$ cat config.mk
export PLATFORM = sky130hd
export DESIGN_NAME = cursor_address_formatter_top_flat
export DESIGN_NICKNAME = d
export VERILOG_FILES = /design/src/rtl/caf_pkg.sv /design/src/rtl/caf_in_if.sv /design/src/rtl/caf_out_if.sv /design/src/rtl/caf_front.sv /design/src/rtl/caf_queue.sv /design/src/rtl/caf_back.sv /design/src/rtl/cursor_address_formatter_top.sv /design/src/flat_wrapper.sv
export SDC_FILE = /design/constraint.sdc
export NUM_CORES = 1
export LEC_CHECK = 0
export BUFFER_PORTS_ARGS = -buffer_cell sky130_fd_sc_hd__buf_2
export CORE_ASPECT_RATIO = 1.5
export CORE_MARGIN = 4
export CORE_UTILIZATION = 50
export CTS_CLUSTER_DIAMETER = 120
export DETAILED_ROUTE_END_ITERATION = 8
export GPL_ROUTABILITY_DRIVEN = 0
export MAX_ROUTING_LAYER = met4
export PLACE_DENSITY = 0.75
export SLEW_MARGIN = 10
export SYNTH_ARGS = -nofsm -noshare
export SYNTH_HDL_FRONTEND = slang
export SYNTH_SLANG_ARGS = --single-unit
$ cat constraint.sdc
create_clock -name clk -period 14.9 [get_ports clk]
set_clock_uncertainty 0.05 [all_clocks]
set_input_delay 0.745 -clock clk [delete_from_list [all_inputs] [get_ports clk]]
set_output_delay 0.745 -clock clk [all_outputs]
set_load 0.03 [all_outputs]
$ cat src/rtl/caf_pkg.sv
// shared types, character codes and divider constants for the cursor address formatter
// no dependencies
`default_nettype none

package caf_pkg;

  // coordinate width, values wrap at this many bits
  localparam int COORD_BITS = 12;
  localparam int CHAR_BITS  = 8;
  localparam int START_BITS = 10;

  typedef logic [COORD_BITS-1:0] coord_t;
  typedef logic [CHAR_BITS-1:0]  char_t;

  // reciprocal multipliers for division by ten and by a hundred
  localparam int DIV10_SHIFT   = COORD_BITS + 4;
  localparam int DIV10_MULT    = ((1 << DIV10_SHIFT) + 9) / 10;
  localparam int PROD10_BITS   = COORD_BITS + DIV10_SHIFT;
  localparam int DIV100_SHIFT  = COORD_BITS + 8;
  localparam int DIV100_MULT   = ((1 << DIV100_SHIFT) + 99) / 100;
  localparam int PROD100_BITS  = COORD_BITS + DIV100_SHIFT;

  localparam int TEN     = 10;
  localparam int HUNDRED = 100;

  // format characters
  localparam char_t CH_PERCENT = 8'h25;
  localparam char_t CH_PLUS    = 8'h2B;
  localparam char_t CH_DOT     = 8'h2E;
  localparam char_t CH_TWO     = 8'h32;
  localparam char_t CH_THREE   = 8'h33;
  localparam char_t CH_LOWER_D = 8'h64;
  localparam char_t CH_LOWER_I = 8'h69;
  localparam char_t CH_LOWER_R = 8'h72;
  localparam char_t DIGIT_BIAS = 8'h30;

  // parser state, one-hot
  typedef enum logic [3:0] {
    MODE_NORMAL = 4'b0001,
    MODE_ESCAPE = 4'b0010,
    MODE_PLUS   = 4'b0100,
    MODE_SILENT = 4'b1000
  } mode_t;

  // result kinds as seen on the output channel
  typedef enum logic [1:0] {
    KIND_BYTE  = 2'd0,
    KIND_END   = 2'd1,
    KIND_ERROR = 2'd2
  } kind_t;

  // what a queued job emits before its marker
  typedef enum logic [1:0] {
    BODY_NONE   = 2'd0,
    BODY_BYTE   = 2'd1,
    BODY_DIGITS = 2'd2
  } body_t;

  // marker that closes a queued job
  typedef enum logic [1:0] {
    TAIL_NONE  = 2'd0,
    TAIL_END   = 2'd1,
    TAIL_ERROR = 2'd2
  } tail_t;

  // number of decimal digits to print
  localparam logic [1:0] DIGITS_ONE   = 2'd1;
  localparam logic [1:0] DIGITS_TWO   = 2'd2;
  localparam logic [1:0] DIGITS_THREE = 2'd3;

  typedef struct packed {
    body_t      body;
    char_t      lit;
    coord_t     value;
    logic [1:0] ndig;
    tail_t      tail;
  } job_t;

  // job queue between the parser and the emitter
  localparam int QUEUE_DEPTH = 4;
  localparam int QUEUE_AW    = $clog2(QUEUE_DEPTH);
  typedef logic [QUEUE_AW:0] qcount_t;

endpackage

`default_nettype wire

$ cat src/rtl/caf_in_if.sv
// input channel of the cursor address formatter: one format character per word
// depends on caf_pkg
`default_nettype none

interface caf_in_if;
  logic                              valid;
  logic                              ready;
  caf_pkg::char_t                    format_char;
  logic                              first_char;
  logic                              final_char;
  logic [caf_pkg::START_BITS-1:0]    start_col;
  logic [caf_pkg::START_BITS-1:0]    start_line;

  modport source (
    output valid, format_char, first_char, final_char, start_col, start_line,
    input  ready
  );

  modport sink (
    input  valid, format_char, first_char, final_char, start_col, start_line,
    output ready
  );
endinterface

`default_nettype wire

$ cat src/rtl/caf_out_if.sv
// result channel of the cursor address formatter: one terminal byte or marker per word
// depends on caf_pkg
`default_nettype none

interface caf_out_if;
  logic           valid;
  logic           ready;
  logic [1:0]     out_kind;
  caf_pkg::char_t out_byte;
  logic           run_end;

  modport source (
    output valid, out_kind, out_byte, run_end,
    input  ready
  );

  modport sink (
    input  valid, out_kind, out_byte, run_end,
    output ready
  );
endinterface

`default_nettype wire

$ cat src/rtl/caf_front.sv
// parser front end: takes format characters, tracks escape state and coordinates,
// and pushes one job per character that produces output; depends on caf_pkg, caf_in_if
`default_nettype none

module caf_front (
  input  logic           clk,
  input  logic           rst_n,
  caf_in_if.sink         in_chan,
  input  logic           q_full,
  output logic           push,
  output caf_pkg::job_t  push_job
);

  caf_pkg::mode_t  mode_r, mode_nxt;
  logic            onc_r, onc_nxt;
  caf_pkg::coord_t cur_r, cur_nxt;
  caf_pkg::coord_t col_r, col_nxt;
  caf_pkg::coord_t line_r, line_nxt;

  caf_pkg::mode_t  mode_v;
  logic            onc_v;
  caf_pkg::coord_t cur_v;
  caf_pkg::coord_t col_v;
  caf_pkg::coord_t line_v;
  caf_pkg::coord_t plus_sum;
  logic            fmt_err;
  logic            do_switch;
  logic            accept;
  caf_pkg::job_t   job;

  assign in_chan.ready = !q_full;
  assign accept        = in_chan.valid && in_chan.ready;

  // reload coordinates at the start of a string
  always_comb begin
    mode_v = mode_r;
    onc_v  = onc_r;
    cur_v  = cur_r;
    col_v  = col_r;
    line_v = line_r;
    if (in_chan.first_char) begin
      col_v  = caf_pkg::coord_t'(in_chan.start_col);
      line_v = caf_pkg::coord_t'(in_chan.start_line);
      onc_v  = 1'b0;
      cur_v  = caf_pkg::coord_t'(in_chan.start_line);
      mode_v = caf_pkg::MODE_NORMAL;
    end
  end

  assign plus_sum = cur_v + caf_pkg::coord_t'(in_chan.format_char);

  // character classification and next state
  always_comb begin
    mode_nxt  = mode_v;
    onc_nxt   = onc_v;
    cur_nxt   = cur_v;
    col_nxt   = col_v;
    line_nxt  = line_v;
    fmt_err   = 1'b0;
    do_switch = 1'b0;
    job.body  = caf_pkg::BODY_NONE;
    job.lit   = '0;
    job.value = cur_v;
    job.ndig  = caf_pkg::DIGITS_ONE;
    job.tail  = caf_pkg::TAIL_NONE;

    case (mode_v)
      caf_pkg::MODE_SILENT: begin
      end
      caf_pkg::MODE_PLUS: begin
        job.body  = caf_pkg::BODY_BYTE;
        job.lit   = caf_pkg::char_t'(plus_sum);
        cur_nxt   = plus_sum;
        do_switch = 1'b1;
        mode_nxt  = caf_pkg::MODE_NORMAL;
      end
      caf_pkg::MODE_NORMAL: begin
        if (in_chan.format_char != caf_pkg::CH_PERCENT) begin
          job.body = caf_pkg::BODY_BYTE;
          job.lit  = in_chan.format_char;
        end else if (in_chan.final_char) begin
          fmt_err = 1'b1;
        end else begin
          mode_nxt = caf_pkg::MODE_ESCAPE;
        end
      end
      caf_pkg::MODE_ESCAPE: begin
        mode_nxt = caf_pkg::MODE_NORMAL;
        case (in_chan.format_char)
          caf_pkg::CH_LOWER_D: begin
            job.body = caf_pkg::BODY_DIGITS;
            if (cur_v >= caf_pkg::coord_t'(caf_pkg::HUNDRED)) begin
              job.ndig = caf_pkg::DIGITS_THREE;
            end else if (cur_v >= caf_pkg::coord_t'(caf_pkg::TEN)) begin
              job.ndig = caf_pkg::DIGITS_TWO;
            end else begin
              job.ndig = caf_pkg::DIGITS_ONE;
            end
            do_switch = 1'b1;
          end
          caf_pkg::CH_TWO: begin
            job.body  = caf_pkg::BODY_DIGITS;
            job.ndig  = caf_pkg::DIGITS_TWO;
            do_switch = 1'b1;
          end
          caf_pkg::CH_THREE: begin
            job.body  = caf_pkg::BODY_DIGITS;
            job.ndig  = caf_pkg::DIGITS_THREE;
            do_switch = 1'b1;
          end
          caf_pkg::CH_PLUS: begin
            if (in_chan.final_char) begin
              job.body  = caf_pkg::BODY_BYTE;
              job.lit   = caf_pkg::char_t'(cur_v);
              do_switch = 1'b1;
            end else begin
              mode_nxt = caf_pkg::MODE_PLUS;
            end
          end
          caf_pkg::CH_DOT: begin
            job.body  = caf_pkg::BODY_BYTE;
            job.lit   = caf_pkg::char_t'(cur_v);
            do_switch = 1'b1;
          end
          caf_pkg::CH_LOWER_R: begin
            onc_nxt = 1'b1;
            cur_nxt = col_v;
          end
          caf_pkg::CH_LOWER_I: begin
            col_nxt  = col_v + 1'b1;
            line_nxt = line_v + 1'b1;
            cur_nxt  = cur_v + 1'b1;
          end
          caf_pkg::CH_PERCENT: begin
            job.body = caf_pkg::BODY_BYTE;
            job.lit  = caf_pkg::CH_PERCENT;
          end
          default: begin
            fmt_err = 1'b1;
          end
        endcase
      end
      default: begin
      end
    endcase

    // swap between line and column after a value is printed
    if (do_switch) begin
      onc_nxt = !onc_v;
      cur_nxt = onc_v ? line_v : col_v;
    end

    // closing marker, none while silent
    if (mode_v != caf_pkg::MODE_SILENT) begin
      if (fmt_err) begin
        job.body = caf_pkg::BODY_NONE;
        job.tail = caf_pkg::TAIL_ERROR;
        mode_nxt = caf_pkg::MODE_SILENT;
      end else if (in_chan.final_char) begin
        job.tail = caf_pkg::TAIL_END;
        mode_nxt = caf_pkg::MODE_NORMAL;
      end
    end
  end

  assign push     = accept && ((job.body != caf_pkg::BODY_NONE) ||
                               (job.tail != caf_pkg::TAIL_NONE));
  assign push_job = job;

  // parser state registers
  always_ff @(posedge clk) begin
    if (!rst_n) begin
      mode_r <= caf_pkg::MODE_NORMAL;
      onc_r  <= 1'b0;
      cur_r  <= '0;
      col_r  <= '0;
      line_r <= '0;
    end else if (accept) begin
      mode_r <= mode_nxt;
      onc_r  <= onc_nxt;
      cur_r  <= cur_nxt;
      col_r  <= col_nxt;
      line_r <= line_nxt;
    end
  end

endmodule

`default_nettype wire

$ cat src/rtl/caf_queue.sv
// small job queue between the parser and the emitter
// depends on caf_pkg
`default_nettype none

module caf_queue (
  input  logic           clk,
  input  logic           rst_n,
  input  logic           push,
  input  caf_pkg::job_t  push_job,
  output logic           full,
  input  logic           pop,
  output caf_pkg::job_t  head_job,
  output logic           head_valid
);

  caf_pkg::job_t                  mem_r [caf_pkg::QUEUE_DEPTH];
  logic [caf_pkg::QUEUE_AW-1:0]   wr_ptr_r, wr_ptr_nxt;
  logic [caf_pkg::QUEUE_AW-1:0]   rd_ptr_r, rd_ptr_nxt;
  caf_pkg::qcount_t               cnt_r, cnt_nxt;

  assign full       = (cnt_r == caf_pkg::qcount_t'(caf_pkg::QUEUE_DEPTH));
  assign head_valid = (cnt_r != '0);
  assign head_job   = mem_r[rd_ptr_r];

  // pointer and fill count update
  always_comb begin
    wr_ptr_nxt = push ? wr_ptr_r + 1'b1 : wr_ptr_r;
    rd_ptr_nxt = pop ? rd_ptr_r + 1'b1 : rd_ptr_r;
    cnt_nxt    = cnt_r;
    if (push && !pop) begin
      cnt_nxt = cnt_r + 1'b1;
    end else if (pop && !push) begin
      cnt_nxt = cnt_r - 1'b1;
    end
  end

  always_ff @(posedge clk) begin
    if (!rst_n) begin
      wr_ptr_r <= '0;
      rd_ptr_r <= '0;
      cnt_r    <= '0;
    end else begin
      wr_ptr_r <= wr_ptr_nxt;
      rd_ptr_r <= rd_ptr_nxt;
      cnt_r    <= cnt_nxt;
    end
  end

  // job storage
  always_ff @(posedge clk) begin
    if (push) begin
      mem_r[wr_ptr_r] <= push_job;
    end
  end

endmodule

`default_nettype wire

$ cat src/rtl/caf_back.sv
// emitter back end: splits values into decimal digits and sends result words one at a time
// depends on caf_pkg, caf_out_if
`default_nettype none

module caf_back (
  input  logic           clk,
  input  logic           rst_n,
  input  logic           head_valid,
  input  caf_pkg::job_t  head_job,
  output logic           pop,
  caf_out_if.source      out_chan
);

  localparam int P10  = caf_pkg::PROD10_BITS;
  localparam int P100 = caf_pkg::PROD100_BITS;

  // quotient stage
  logic            a_valid_r, a_valid_nxt;
  caf_pkg::job_t   a_job_r;
  caf_pkg::coord_t a_q10_r;
  caf_pkg::coord_t a_q100_r;
  logic [P10-1:0]  prod10;
  logic [P100-1:0] prod100;

  // result stage
  logic            e_valid_r, e_valid_nxt;
  caf_pkg::kind_t  e_kind_r [4];
  caf_pkg::char_t  e_byte_r [4];
  logic [1:0]      e_idx_r, e_idx_nxt;
  logic [1:0]      e_last_r;

  logic            a_adv;
  logic            e_free;
  logic            e_done;
  logic            out_take;

  // digits and result list built from the quotient stage
  caf_pkg::coord_t dig_h, dig_t, dig_u;
  caf_pkg::char_t  byte_h, byte_t, byte_u;
  caf_pkg::kind_t  ld_kind [4];
  caf_pkg::char_t  ld_byte [4];
  logic [2:0]      ld_n;
  logic [1:0]      ld_last;

  assign out_take = out_chan.valid && out_chan.ready;
  assign e_done   = e_valid_r && out_chan.ready && (e_idx_r == e_last_r);
  assign e_free   = !e_valid_r || e_done;
  assign a_adv    = a_valid_r && e_free;
  assign pop      = head_valid && (!a_valid_r || a_adv);

  // reciprocal multiply for value / 10 and value / 100
  assign prod10  = P10'(head_job.value) * P10'(caf_pkg::DIV10_MULT);
  assign prod100 = P100'(head_job.value) * P100'(caf_pkg::DIV100_MULT);

  assign a_valid_nxt = pop ? 1'b1 : (a_adv ? 1'b0 : a_valid_r);

  always_ff @(posedge clk) begin
    if (!rst_n) begin
      a_valid_r <= 1'b0;
    end else begin
      a_valid_r <= a_valid_nxt;
    end
  end

  always_ff @(posedge clk) begin
    if (pop) begin
      a_job_r  <= head_job;
      a_q10_r  <= caf_pkg::coord_t'(prod10 >> caf_pkg::DIV10_SHIFT);
      a_q100_r <= caf_pkg::coord_t'(prod100 >> caf_pkg::DIV100_SHIFT);
    end
  end

  // remainders by shift and add; tens drop the hundreds only when those are printed
  always_comb begin
    dig_h = a_q100_r;
    dig_u = a_job_r.value - ((a_q10_r << 3) + (a_q10_r << 1));
    if (a_job_r.ndig == caf_pkg::DIGITS_THREE) begin
      dig_t = a_q10_r - ((a_q100_r << 3) + (a_q100_r << 1));
    end else begin
      dig_t = a_q10_r;
    end
    byte_h = caf_pkg::char_t'(dig_h) | caf_pkg::DIGIT_BIAS;
    byte_t = caf_pkg::char_t'(dig_t) | caf_pkg::DIGIT_BIAS;
    byte_u = caf_pkg::char_t'(dig_u) | caf_pkg::DIGIT_BIAS;
  end

  // lay out the result words of one job
  always_comb begin
    for (int k = 0; k < 4; k++) begin
      ld_kind[k] = caf_pkg::KIND_BYTE;
      ld_byte[k] = '0;
    end
    ld_n = 3'd0;
    case (a_job_r.body)
      caf_pkg::BODY_BYTE: begin
        ld_byte[0] = a_job_r.lit;
        ld_n       = 3'd1;
      end
      caf_pkg::BODY_DIGITS: begin
        case (a_job_r.ndig)
          caf_pkg::DIGITS_THREE: begin
            ld_byte[0] = byte_h;
            ld_byte[1] = byte_t;
            ld_byte[2] = byte_u;
            ld_n       = 3'd3;
          end
          caf_pkg::DIGITS_TWO: begin
            ld_byte[0] = byte_t;
            ld_byte[1] = byte_u;
            ld_n       = 3'd2;
          end
          default: begin
            ld_byte[0] = byte_u;
            ld_n       = 3'd1;
          end
        endcase
      end
      default: begin
      end
    endcase
    case (a_job_r.tail)
      caf_pkg::TAIL_END: begin
        ld_kind[ld_n[1:0]] = caf_pkg::KIND_END;
        ld_byte[ld_n[1:0]] = '0;
        ld_n               = ld_n + 3'd1;
      end
      caf_pkg::TAIL_ERROR: begin
        ld_kind[ld_n[1:0]] = caf_pkg::KIND_ERROR;
        ld_byte[ld_n[1:0]] = '0;
        ld_n               = ld_n + 3'd1;
      end
      default: begin
      end
    endcase
    ld_last = 2'(ld_n - 3'd1);
  end

  // result stage control
  always_comb begin
    e_valid_nxt = e_valid_r;
    e_idx_nxt   = e_idx_r;
    if (a_adv) begin
      e_valid_nxt = 1'b1;
      e_idx_nxt   = '0;
    end else if (e_done) begin
      e_valid_nxt = 1'b0;
    end else if (out_take) begin
      e_idx_nxt = e_idx_r + 1'b1;
    end
  end

  always_ff @(posedge clk) begin
    if (!rst_n) begin
      e_valid_r <= 1'b0;
      e_idx_r   <= '0;
    end else begin
      e_valid_r <= e_valid_nxt;
      e_idx_r   <= e_idx_nxt;
    end
  end

  always_ff @(posedge clk) begin
    if (a_adv) begin
      e_kind_r <= ld_kind;
      e_byte_r <= ld_byte;
      e_last_r <= ld_last;
    end
  end

  // output word
  assign out_chan.valid    = e_valid_r;
  assign out_chan.out_kind = e_kind_r[e_idx_r];
  assign out_chan.out_byte = e_byte_r[e_idx_r];
  assign out_chan.run_end  = (e_idx_r == e_last_r);

endmodule

`default_nettype wire

$ cat src/rtl/cursor_address_formatter_top.sv
// Cursor address formatter. Input words carry one character of a cursor
// addressing format string (with first_char / final_char flags and the
// destination column and line on the first character). Each input word
// produces zero to four result words: terminal bytes (kind 0), an end of
// string marker (kind 1) or a format error (kind 2). run_end is set on the
// last result word belonging to one input word.
// With the emitter idle, an accepted input word passes the job queue, the
// quotient stage and the result stage, where its first result word becomes
// valid. Input words are taken every cycle while the four-entry job queue
// has room; the emitter sends one result word per cycle while the receiver
// is ready, so the sustained rate is set by the result count: one word per
// input word for plain characters, up to four for a final three-digit value.
// Reset (synchronous, active low) clears the parser to normal mode with both
// coordinates at zero and empties the queue and the emitter.
// When the receiver stalls, the current result word holds steady, the queue
// fills, and in_chan.ready drops once it is full.
// depends on caf_pkg, caf_in_if, caf_out_if, caf_front, caf_queue, caf_back
`default_nettype none

module cursor_address_formatter_top (
  input  logic      clk,
  input  logic      rst_n,
  caf_in_if.sink    in_chan,
  caf_out_if.source out_chan
);

  logic          push;
  caf_pkg::job_t push_job;
  logic          q_full;
  logic          pop;
  caf_pkg::job_t head_job;
  logic          head_valid;

  // parser
  caf_front u_front (
    .clk      (clk),
    .rst_n    (rst_n),
    .in_chan  (in_chan),
    .q_full   (q_full),
    .push     (push),
    .push_job (push_job)
  );

  // job queue
  caf_queue u_queue (
    .clk        (clk),
    .rst_n      (rst_n),
    .push       (push),
    .push_job   (push_job),
    .full       (q_full),
    .pop        (pop),
    .head_job   (head_job),
    .head_valid (head_valid)
  );

  // digit split and result emitter
  caf_back u_back (
    .clk        (clk),
    .rst_n      (rst_n),
    .head_valid (head_valid),
    .head_job   (head_job),
    .pop        (pop),
    .out_chan   (out_chan)
  );

endmodule

`default_nettype wire

$ cat src/flat_wrapper.sv
// flat-port wrapper written by rule: the top's interface ports become plain ports
module cursor_address_formatter_top_flat 
  (clk, rst_n, in_chan_valid, in_chan_format_char, in_chan_first_char, in_chan_final_char, in_chan_start_col, in_chan_start_line, in_chan_ready, out_chan_valid, out_chan_out_kind, out_chan_out_byte, out_chan_run_end, out_chan_ready);
  caf_in_if in_chan_i ();
  caf_out_if out_chan_i ();
  input  logic clk;
  input  logic rst_n;
  input wire logic [$bits(in_chan_i.valid)-1:0] in_chan_valid;
  input wire logic [$bits(in_chan_i.format_char)-1:0] in_chan_format_char;
  input wire logic [$bits(in_chan_i.first_char)-1:0] in_chan_first_char;
  input wire logic [$bits(in_chan_i.final_char)-1:0] in_chan_final_char;
  input wire logic [$bits(in_chan_i.start_col)-1:0] in_chan_start_col;
  input wire logic [$bits(in_chan_i.start_line)-1:0] in_chan_start_line;
  output wire logic [$bits(in_chan_i.ready)-1:0] in_chan_ready;
  output wire logic [$bits(out_chan_i.valid)-1:0] out_chan_valid;
  output wire logic [$bits(out_chan_i.out_kind)-1:0] out_chan_out_kind;
  output wire logic [$bits(out_chan_i.out_byte)-1:0] out_chan_out_byte;
  output wire logic [$bits(out_chan_i.run_end)-1:0] out_chan_run_end;
  input wire logic [$bits(out_chan_i.ready)-1:0] out_chan_ready;
  assign in_chan_i.valid = in_chan_valid;
  assign in_chan_i.format_char = in_chan_format_char;
  assign in_chan_i.first_char = in_chan_first_char;
  assign in_chan_i.final_char = in_chan_final_char;
  assign in_chan_i.start_col = in_chan_start_col;
  assign in_chan_i.start_line = in_chan_start_line;
  assign in_chan_ready = in_chan_i.ready;
  assign out_chan_valid = out_chan_i.valid;
  assign out_chan_out_kind = out_chan_i.out_kind;
  assign out_chan_out_byte = out_chan_i.out_byte;
  assign out_chan_run_end = out_chan_i.run_end;
  assign out_chan_i.ready = out_chan_ready;
  cursor_address_formatter_top u_core (.clk(clk), .rst_n(rst_n), .in_chan(in_chan_i), .out_chan(out_chan_i));
endmodule
* After elaboration in Yosys (flattened, before gate mapping) *
Memory sizes are Yosys's and may differ from the RTL's. A register that Yosys moved wholly into a read port is not among the register bits.
Cells that the tools add are included.

storage, ports and cells
  flip-flop bits (word level) = 130
  RAM bits = 104
  input bits = 34
  output and inout port bits = 13
  logic and storage cells = 183
  memories = 1

operators by class
  $add $sub $neg = 15
  $mul = 2
  magnitude comparators = 5
  equal/unequal tests = 21
  mux-type cells = 75
  bitwise gates (word level) = 6
  reductions and logical operators = 31

memories
  name                  depth  bits a word  read ports  clocked after memory_dff  wr ports  line             RTL
  u_core.u_queue.mem_r  4      26           1           1                         1         caf_queue.sv:16  caf_pkg::job_t mem_r [caf_pkg::QUEUE_DEPTH];

operators with widths
  cell                    number
  $mux 12                 9
  $pmux 8 s2              4
  $pmux 12 s2             2
  $eq 8x6->1 const B      5
  $mux 8                  5
  $add 12x1->12 const B   3
  $and 32x32->32          1
  $mux 32                 1
  $not 32->32             1
  $pmux 10 s3             1
  $mux 2                  13
  $mul 12x13->25 const B  1
  $eq 8x7->1 const B      3
  $mux 4                  6
  $pmux 8 s3              1
  $mul 12x12->23 const B  1
  $mux 9                  2
  $bmux 8 s2              1
  $demux 8 s2             1
  $mux 16                 1
  $sub 8x8->8             2
  $mux 1                  14
  $add 12x8->12           1
  $ge 12x4->1 const B     1
  other kinds (37)        75

* Depth between registers and ports, before layout *
Gate-level depths: netlist of the first run.

  depth after elaboration = 13
  depth in mapped cells = 22
  depth with buffers taken out = 20

* Modules after synthesis *
From an unflattened synthesis of the first run, not the netlist that was laid out.

unflattened totals
  cell total of the unflattened synthesis = 1606
  area, all modules = 17347.9 µm²

modules (own cells, without submodules)
  module     times used  cells an instance  area an instance (µm²)  seq. area each (µm²)
  caf_back   1           856                8894.8                  2122.0
  caf_queue  1           179                4244.1                  3303.2
  caf_front  1           571                4209.0                  820.8

* Least setup slack after synthesis of the first run *
OpenSTA, ideal clock, no wires.

  path kind = reg-to-reg
  start = register with a tool-made name
  end = register u_core.u_back.a_q100_r[4], data pin
  library setup time = 258 ps
  data arrival time = 5821 ps
  required time = 14592 ps
  path slack = 8771 ps
  stages on the path, launching flop included = 23
  path buffers = 2
  clock period less this slack = 6129 ps
  cells stage by stage = dfxtp_1 -> clkbuf_1 -> buf_2 -> mux4_2 -> ha_1 -> inv_1 -> xnor2_1 -> fa_1 -> inv_1 -> fa_1 -> inv_1 -> fa_1 -> inv_1 -> fa_1 -> inv_1 -> ha_1 -> nand2_1 -> nor3_1 -> o2111ai_1 -> a31oi_1 -> o21a_1 -> nor2_1 -> xnor2_1

RTL lines
  element               line            RTL
  end signal, assigned  caf_back.sv:69  a_q100_r <= caf_pkg::coord_t'(prod100 >> caf_pkg::DIV100_SHIFT);
  end, declared         caf_back.sv:21  caf_pkg::coord_t a_q100_r;

==> impl_metrics.csv, run 1 <==
group,metric,value,unit
logic_synthesis,ys.warnings.count,0,
finish,area_delta_synth_final,8.04,%
sta,tightestPinTransition,0.857,ns
logic_synthesis,synth_top_area_cell,"edfxtp_1",
cts,cts_hold_buffers,0,
logic_synthesis,synth_top_area_share,0.305,
logic_synthesis,synth-async-reset-ratio,0,
sta,finalSetupViolCount,0,
cts,root_buffer,"clkbuf_16",
drt,drt_iter0_drc,642,
logic_synthesis,synth_top_cells_by_count,"230 x inv_1, 191 x ha_1, 172 x edfxtp_1",
global_route,gr-total-overflow,0,
drt,antenna_violating_nets_post_route,0,
drt,wl,38900,µm
critical_path,timing.reg2reg.worst_path_depth,21,
finish,fillCellCount,2771,
finish,multi_input_comb_area,9620,µm²
cts,post-cts-setup-buffer-count,0,
die,die_h,234,µm
finish,fraction_of_layout_cells_with_a_size_suffix_above_1,0.104,
outcome,outcome,"finished, final reports clean",
critical_path,worstPathMaxFanout,27,
drt,routed-via-count,12000,
logic_synthesis,ys_dominant_reg_cell,"edfxtp_1",
logic_synthesis,synthDistinctLibCells,97,
logic_synthesis,synth_area,17000,µm²
placed_design,io_buffers,46,
critical_path,worst-r2r-setup-slack,8.39,ns
critical_path,wp_data_arrival,6.72,ns
global_route,grt_start_max_net_pins,48,
critical_path,cp-start-kind,"register",
sta,max_slew_margin,0.425,
finish,register_area,6250,µm²
global_route,vias_in_the_first_global_route,12700,
finish,design.final.nets,1920,
die,floorplan.die.width,158,µm
cts,cts.clk_slew.worst_paths,0.06,ns
sta,slew_viol_final,0,
logic_synthesis,synth-seq-cells,226,
critical_path,critical_path.reg2reg.endpoint,"u_core.u_back.a_q100_r[4]$_DFFE_PP_",
drt,wire_per_inst,19.1,µm
logic_synthesis,register_area_share_after_synthesis,0.368,
die,floorplan.io_pins,47,
global_route,grt_util_all_layers,0.221,
placed_design,place_worst_setup_slack,8.41,ns
finish,insertedDiodeCount,0,
critical_path,criticalPathCategory,"reg -> reg",
logic_synthesis,synthMostInstantiatedCell,"inv_1",
global_route,initial_antenna_violation_count,0,
cts,post_cts_resized,0,
cts,max-clock-path-buffers,3,
cts,htree_levels,1,
die,std_cell_rows,82,
run,max_cap_violations,0,
sta,fmax,154,MHz
cts,tritoncts,"built",
sta,layout_worst_path_cycle_share,0.437,
drt,count_of_unresolved_drc_violations_after_routing,0,
logic_synthesis,syn-mean-instance-area,10.8,µm²
sta,finalHoldViolCount,0,
sta,setup-tns-final,0,ns
cts,tritoncts.num_buffers,23,
logic_synthesis,synth_area_leaders,"edfxtp_1 30%, ha_1 14%, fa_1 11%",
sta,post-route-min-period,6.51,ns
drt,drt_pass1_iterations,5,
global_route,first_pass_grt_wire_length,64100,µm
critical_path,cp_data_required_time,15.11,ns
die,core_area,33400,µm²
die,start_util,0.507,
sta,layout_setup_ws,8.39,ns
placed_design,dpl.hpwl,30100,µm
min_path,worstHoldPathCells,2,
min_path,hp-class,"reg -> reg",
cts,clock_sinks,226,
logic_synthesis,synth_cells,1570,
die,fp.dieArea,37000,µm²
critical_path,cp-end-kind,"register",
sta,rsz0062_at_grt,"no",
logic_synthesis,synth_fp_nets,1886,
cts,clkLatencyLatePin,0.52,ns
min_path,hold_path.startpoint,"u_core.u_front.col_r[7]$_SDFFE_PN0P_",
min_path,hold-path-endpoint,"u_core.u_front.col_r[7]$_SDFFE_PN0P_",
finish,non_filler_instances,2040,
logic_synthesis,synth_edf_count,172,
drt,via_density,5.89,
placed_design,numPlacedInstances,1999,
worst max-delay path by stage:
stage	endpoint	from	slack [ns]
floorplan	u_core.u_back.a_q100_r[4]$_DFFE_PP_	register	8.77
global placement	u_core.u_back.a_q100_r[4]$_DFFE_PP_	register	8.58
detailed placement	u_core.u_back.a_q100_r[4]$_DFFE_PP_	register	8.41
CTS	u_core.u_back.a_q100_r[4]$_DFFE_PP_	register	8.38
global route	u_core.u_back.a_q100_r[4]$_DFFE_PP_	register	8.01
finish	u_core.u_back.a_q100_r[4]$_DFFE_PP_	register	8.39
area by class of cell:
cell class / instances / share of cell area
repair buffers: 59 / 0.0179
clock buffers: 27 / 0.0322
well taps: 420 / 0.0287
inverters: 231 / 0.0473
flip-flops and latches: 226 / 0.341
multi-input cells: 1063 / 0.525
clock inverters: 14 / 0.00785
state kept, by name, indices dropped and copies added (netlist names), named ones only:
name / flops
u_core.u_back.e_idx_r: 2
u_core.u_queue.mem_r: 104
u_core.u_front.onc_r: 1
u_core.u_back.e_last_r: 2
u_core.u_queue.wr_ptr_r: 2
u_core.u_back.a_q10_r: 8
u_core.u_queue.cnt_r: 3
u_core.u_front.cur_r: 12
u_core.u_front.col_r: 12
u_core.u_back.a_job_r: 22
u_core.u_back.e_kind_r: 8
u_core.u_back.a_valid_r: 1
u_core.u_front.mode_r: 4
u_core.u_front.line_r: 12
u_core.u_back.out_chan.valid: 1
u_core.u_back.e_byte_r: 22
u_core.u_queue.rd_ptr_r: 2
u_core.u_back.a_q100_r: 6
worst max-delay path, cell delays in order, from the launching register on:
cell       delay (ns)
dfxtp_2          0.31
buf_4            0.43
mux4_2           0.70
ha_1             0.38
inv_1            0.21
xnor2_1          0.15
fa_1             0.52
inv_1            0.06
fa_1             0.50
inv_1            0.06
fa_1             0.53
inv_1            0.06
fa_1             0.54
inv_1            0.05
ha_1             0.31
nand2_1          0.08
nor3_1           0.21
o2111ai_1        0.19
a31oi_1          0.50
o21a_1           0.21
nor2_1           0.06
xnor2_1          0.11
kinds of logic (layout without fill, tap and decap cells):
logic type | Yosys count | in the layout | synth area share
flip-flops | 226 | 226 | 0.368
AO/OA/AOI/OAI | 298 | 298 | 0.115
multiplexers | 71 | 71 | 0.0641
XOR/XNOR | 56 | 56 | 0.0289
buffers and inverters | 281 | 331 | 0.0652
AND/OR/NAND/NOR | 356 | 356 | 0.110
adder cells (fa/ha/maj) | 282 | 282 | 0.248
routing by layer:
| metal | up-vias | global-route usage | part of all wire |
|---|---|---|---|
| met1 | 5882 | 0.254 | 0.38 |
| met4 | 0 | 0.0950 | 0.048 |
| met5 | - | - | 0 |
| met3 | 125 | 0.0228 | 0.044 |
| li1 | 5618 | - | - |
| met2 | 391 | 0.391 | 0.53 |
placed cells by master (no fill, tap or decap), types with 5 or more instances in the layout:
cell type / instances
buf_2: 46
ha_1: 191
o21ai_1: 10
and3_1: 9
nand4_1: 12
a31oi_1: 14
o221ai_1: 5
inv_1: 230
mux2i_1: 31
dfxtp_1: 53
o211ai_1: 7
a211oi_1: 7
nand3b_1: 8
xor2_1: 20
xnor2_1: 36
buf_4: 13
nor2b_1: 12
or3_1: 6
nand3_1: 33
nor2_1: 88
mux4_2: 29
mux2_2: 11
o21a_1: 9
fa_1: 91
nor3_1: 17
o21ai_0: 60
nand2b_1: 6
a21oi_1: 85
a21boi_0: 6
a22oi_1: 11
o31ai_1: 7
a22o_1: 5
a21o_1: 14
edfxtp_1: 172
nand2_1: 104
clkbuf_16: 23
and2_1: 20
per-stage QoR:
| step | hold WS [ns] | area (µm²) | utilization |
|---|---|---|---|
| floorplan | 0.381 | 17000 | - |
| global placement | 0.389 | 17600 | 0.526 |
| detailed placement | 0.400 | 17600 | 0.526 |
| CTS | 0.412 | 18300 | 0.548 |
| global route | 0.436 | 18300 | 0.548 |
| finish | 0.409 | 18300 | 0.548 |
Power of run 1 is not shown: default switching activity piles up to over one toggle a cycle in this logic, so the estimate is an artifact.
==> run 2: changes to the inputs <==
==> constraint.sdc (replaced) <==
create_clock -name clk -period 6.7 [get_ports clk]
set_clock_uncertainty 0.05 [all_clocks]
set_input_delay 0.335 -clock clk [delete_from_list [all_inputs] [get_ports clk]]
set_output_delay 0.335 -clock clk [all_outputs]
set_load 0.03 [all_outputs]
==> run 2 against run 1 <==
Against the previous run: fmax is 6.4% higher; core utilization is 0.13 points lower; first-iteration DRC count is 10% higher; count of clock-buffer cells in the layout is 3 higher; hold slack worse by 0.36 ns; non-clock buffer count is 3 higher; wire length is 1.4% higher; via count is 0.34% higher; register-to-register slack worse by 7.8 ns; worst setup slack worse by 7.8 ns; critical path depth is 3 lower; sequential share of layout area is 0.079 points higher; largest cell class unchanged; highest routed layer unchanged.
==> impl_metrics.csv, run 2 (same netlist as run 1, synthesis figures left out) <==
group,metric,value,unit
finish,registers.top_by_ff_count,"u_core.u_queue.mem_r",
critical_path,worstPathMaxFanout,13,
run,max_cap_violations,0,
die,fp.dieArea,37000,µm²
global_route,grt_util_all_layers,0.224,
placed_design,dpl.hpwl,30400,µm
sta,max_slew_margin,0.400,
die,die_h,234,µm
placed_design,io_buffers,46,
sta,setup-tns-final,0,ns
cts,tritoncts,"built",
cts,cts_hold_buffers,0,
cts,clock_sinks,226,
sta,finalSetupViolCount,0,
finish,insertedDiodeCount,0,
critical_path,cp-start-kind,"register",
finish,most-common-layout-cells,"230 x inv_1, 191 x ha_1, 172 x edfxtp_1",
drt,antenna_violating_nets_post_route,0,
die,std_cell_rows,82,
drt,routed-via-count,12100,
critical_path,cp_data_required_time,6.91,ns
critical_path,wp_data_arrival,6.33,ns
critical_path,criticalPathCategory,"reg -> reg",
sta,layout_worst_path_cycle_share,0.914,
finish,fraction_of_layout_cells_with_a_size_suffix_above_1,0.105,
sta,fmax,163,MHz
drt,drt_iter0_drc,709,
cts,clkLatencyLatePin,0.52,ns
sta,rsz0062_at_grt,"no",
drt,wire_per_inst,19.3,µm
global_route,vias_in_the_first_global_route,12600,
drt,drt_pass1_iterations,5,
finish,largestRegisters,"u_core.u_queue.mem_r x104, u_core.u_back.a_job_r x22, u_core.u_back.e_byte_r x22",
critical_path,cpMaxStageDelayCell,"mux4_2",
global_route,first_pass_grt_wire_length,64400,µm
global_route,gr-total-overflow,0,
critical_path,cp-end-kind,"register",
sta,slew_viol_final,0,
drt,count_of_unresolved_drc_violations_after_routing,0,
die,start_util,0.507,
cts,post_cts_resized,0,
cts,htree_levels,1,
die,core_area,33400,µm²
global_route,initial_antenna_violation_count,0,
cts,root_buffer,"clkbuf_16",
min_path,hp-class,"in -> reg",
finish,design.final.nets,1922,
critical_path,crit_chain,"mux4_2 -> ha_1 -> inv_1 -> fa_1 -> inv_1 -> fa_1 -> inv_1 -> fa_1 -> fa_1 -> inv_1 -> ha_1 -> a21oi_1 -> o22ai_1 -> o21a_1 -> o31a_1 -> a31oi_1 -> o21bai_1 -> xor2_1",
drt,wl,39500,µm
finish,layout_commonest_cell,"inv_1",
sta,post-route-min-period,6.12,ns
die,floorplan.io_pins,47,
critical_path,crit_family,"adder cells",
die,floorplan.die.width,158,µm
global_route,grt_start_max_net_pins,70,
critical_path,cp.buffers_inverters,4,
cts,cts.clk_slew.worst_paths,0.07,ns
finish,area_delta_synth_final,7.79,%
critical_path,critical_path.max_stage_delay,0.75,ns
cts,post-cts-setup-buffer-count,0,
outcome,outcome,"finished, final reports clean",
drt,via_density,5.90,
finish,largest_register_ff_count,104,
sta,tightestPinTransition,0.894,ns
sta,finalHoldViolCount,0,
cts,tritoncts.num_buffers,22,
cts,max-clock-path-buffers,3,
## run 2: cell types whose count changed in the layout (fill, tap and decap cells not counted)
cell,delta
clkinvlp_4,-1
clkbuf_8,+1
bufinv_16,-2
clkinv_2,+3
inv_6,-1
clkinv_4,-1
clkbuf_16,-1
clkbuf_1,+3
clkinv_1,-3
buf_4,+3
clkinv_8,+1
## run 2: layout make-up
cell class	count	area, µm²
repair buffers	62	350
clock inverters	10	78.8
fillers	2812	15200
well taps	420	526
clock buffers	30	591
flip-flops and latches	226	6250
multi-input cells	1063	9620
inverters	231	867
## run 2: path summary, 6_finish.rpt
check / startpoint / endpoint / slack [ns] / cells past startpoint
worst min-delay path: in_chan_final_char / u_core.u_front.mode_r[2]$_SDFFE_PN0P_ / 0.05 / 2
worst max register to register: register / u_core.u_back.a_q10_r[6]$_DFFE_PP_ / 0.58 / 18
worst min register to register: u_core.u_front.col_r[7]$_SDFFE_PN0P_ / u_core.u_front.col_r[7]$_SDFFE_PN0P_ / 0.41 / 2
worst max-delay path: register / u_core.u_back.a_q10_r[6]$_DFFE_PP_ / 0.58 / 18
## run 2: per-layer routing
| layer | part of all wire | GRT usage | vias up | routed length (µm) |
|---|---|---|---|---|
| met1 | 0.37 | 0.251 | 5876 | 14700 |
| li1 | - | - | 5625 | - |
| met2 | 0.53 | 0.399 | 407 | 20800 |
| met3 | 0.048 | 0.0261 | 149 | 1910 |
| met5 | 0 | - | - | 0 |
| met4 | 0.054 | 0.0987 | 0 | 2120 |
## run 2: stage by stage
stage	cell area, µm²	hold slack (ns)	worst slack, ns	util	std cells
after floorplan	17000	0.381	0.571	-	1570
after detailed placement	17600	0.404	0.581	0.527	2002
after CTS	18300	0.0240	0.576	0.547	2042
after global routing	18300	0.0493	0.221	0.547	2042
after global placement	17600	0.390	0.722	0.527	2002
final	18300	0.0497	0.577	0.547	2042
Power of run 2 is left out for the same reason.
==> run 3: changes to the inputs <==
==> constraint.sdc (replaced) <==
create_clock -name clk -period 6.3 [get_ports clk]
set_clock_uncertainty 0.05 [all_clocks]
set_input_delay 0.315 -clock clk [delete_from_list [all_inputs] [get_ports clk]]
set_output_delay 0.315 -clock clk [all_outputs]
set_load 0.03 [all_outputs]
==> run 3 against run 2 <==
Against the previous run: core utilization is 0.32 points higher; fmax up 2.0%; sequential share of layout area down 0.18 points; global-route usage up 0.24 points; highest routed layer unchanged; final cell count increased by 0.29%; flip-flop and latch count is the same; critical path type unchanged; critical endpoint is now u_core.u_back.a_q100_r[4]$_DFFE_PP_.
==> impl_metrics.csv, run 3 (same netlist as run 1, synthesis figures left out) <==
group,metric,value,unit
outcome,outcome,"finished, final reports clean",
sta,post-route-min-period,6.00,ns
finish,registers.top_by_ff_count,"u_core.u_queue.mem_r",
die,die_h,234,µm
cts,htree_levels,1,
finish,area_delta_synth_final,8.42,%
global_route,first_pass_grt_wire_length,65000,µm
drt,count_of_unresolved_drc_violations_after_routing,0,
cts,clkLatencyLatePin,0.52,ns
drt,drt_pass1_iterations,7,
cts,clock_sinks,226,
critical_path,cpMaxStageDelayCell,"mux4_2",
run,max_cap_violations,0,
global_route,grt_start_max_net_pins,55,
die,start_util,0.507,
die,floorplan.die.width,158,µm
critical_path,cp_data_required_time,6.51,ns
finish,most-common-layout-cells,"230 x inv_1, 191 x ha_1, 172 x edfxtp_1",
global_route,gr-total-overflow,0,
sta,finalHoldViolCount,0,
die,core_area,33400,µm²
sta,fmax,167,MHz
drt,wire_per_inst,19.6,µm
die,fp.dieArea,37000,µm²
drt,drt_iter0_drc,767,
sta,slew_viol_final,0,
critical_path,worstPathMaxFanout,11,
cts,tritoncts.num_buffers,22,
critical_path,crit_chain,"mux4_2 -> fa_1 -> xor2_1 -> ha_1 -> a21oi_1 -> fa_1 -> inv_1 -> fa_1 -> inv_1 -> fa_1 -> inv_1 -> ha_1 -> nand2_1 -> nor3_1 -> o2111ai_1 -> a31oi_1 -> o21a_1 -> nor2_1 -> xnor2_1",
finish,fraction_of_layout_cells_with_a_size_suffix_above_1,0.111,
critical_path,cp_common_cell,"fa_1",
critical_path,cp.buffers_inverters,3,
drt,via_density,5.94,
global_route,vias_in_the_first_global_route,12600,
drt,antenna_violating_nets_post_route,0,
finish,design.final.nets,1928,
die,std_cell_rows,82,
finish,final_core_util,0.550,
global_route,initial_antenna_violation_count,0,
finish,largestRegisters,"u_core.u_queue.mem_r x104, u_core.u_back.a_job_r x22, u_core.u_back.e_byte_r x22",
sta,layout_worst_path_cycle_share,0.953,
critical_path,cp-end-kind,"register",
cts,post-cts-setup-buffer-count,0,
drt,wl,40100,µm
cts,cts_hold_buffers,0,
placed_design,io_buffers,46,
critical_path,wp_data_arrival,6.21,ns
critical_path,critical_path.max_stage_delay,0.67,ns
sta,finalSetupViolCount,0,
sta,rsz0062_at_grt,"no",
drt,routed-via-count,12200,
critical_path,crit_family,"adder cells",
cts,max-clock-path-buffers,3,
sta,max_slew_margin,0.278,
placed_design,dpl.hpwl,30700,µm
cts,root_buffer,"clkbuf_16",
critical_path,criticalPathCategory,"reg -> reg",
die,floorplan.io_pins,47,
cts,tritoncts,"built",
sta,tightestPinTransition,1.08,ns
finish,layout_commonest_cell,"inv_1",
cts,post_cts_resized,0,
cts,cts.clk_slew.worst_paths,0.06,ns
critical_path,cp-start-kind,"register",
finish,insertedDiodeCount,0,
global_route,grt_util_all_layers,0.226,
sta,setup-tns-final,0,ns
finish,largest_register_ff_count,104,
min_path,hp-class,"in -> reg",
-- run 3: cell types whose count changed in the layout (fill, tap and decap cells not counted), sizes merged --
cell      delta
clkinvlp     +1
bufinv       +2
buf          +6
clkbuf       -5
clkinv       +2
-- run 3: final timing paths --
kind	startpoint	to	slack [ns]	cells past startpoint
min reg2reg	u_core.u_front.col_r[7]$_SDFFE_PN0P_	u_core.u_front.col_r[7]$_SDFFE_PN0P_	0.41	2
min	in_chan_final_char	u_core.u_front.mode_r[2]$_SDFFE_PN0P_	0.04	2
max	register	u_core.u_back.a_q100_r[4]$_DFFE_PP_	0.30	19
max reg2reg	register	u_core.u_back.a_q100_r[4]$_DFFE_PP_	0.30	19
-- run 3: area by class of cell --
cell class                      instances  area, µm²
Clock buffer                           25        572
Clock inverter                         15        156
Fill cell                            2851      15100
Inverter                              231        867
Multi-Input combinational cell       1063       9620
Sequential cell                       226       6250
Tap cell                              420        526
Timing Repair Buffer                   68        395
-- run 3: metal layers --
metal	GRT usage	share of wire	vias up
li1	-	-	5644
met1	0.258	0.37	5958
met2	0.398	0.53	421
met3	0.0221	0.048	141
met4	0.107	0.055	0
met5	-	0	-
-- run 3: stage by stage --
step / cell area, µm² / instances / setup slack (ns) / hold slack [ns]
after detailed placement: 17700 / 2008 / 0.173 / 0.400
after floorplan: 17000 / 1570 / 0.171 / 0.367
after global placement: 17700 / 2008 / 0.316 / 0.388
final: 18400 / 2048 / 0.298 / 0.0392
after CTS: 18400 / 2048 / 0.138 / 0.00837
after global routing: 18400 / 2048 / 0.00800 / 0.0479
-- run 3: worst register-to-register path: stages, from the launching register on --
cell and delay [ns]:
dfxtp_4 0.47, mux4_2 0.68, fa_1 0.64, xor2_1 0.17
ha_1 0.17, a21oi_1 0.06, fa_1 0.51, inv_1 0.05
fa_1 0.53, inv_1 0.06, fa_1 0.53, inv_1 0.04
ha_1 0.32, nand2_1 0.08, nor3_1 0.24, o2111ai_1 0.19
a31oi_1 0.57, o21a_1 0.21, nor2_1 0.06, xnor2_1 0.12
Power of run 3 is left out for the same reason.
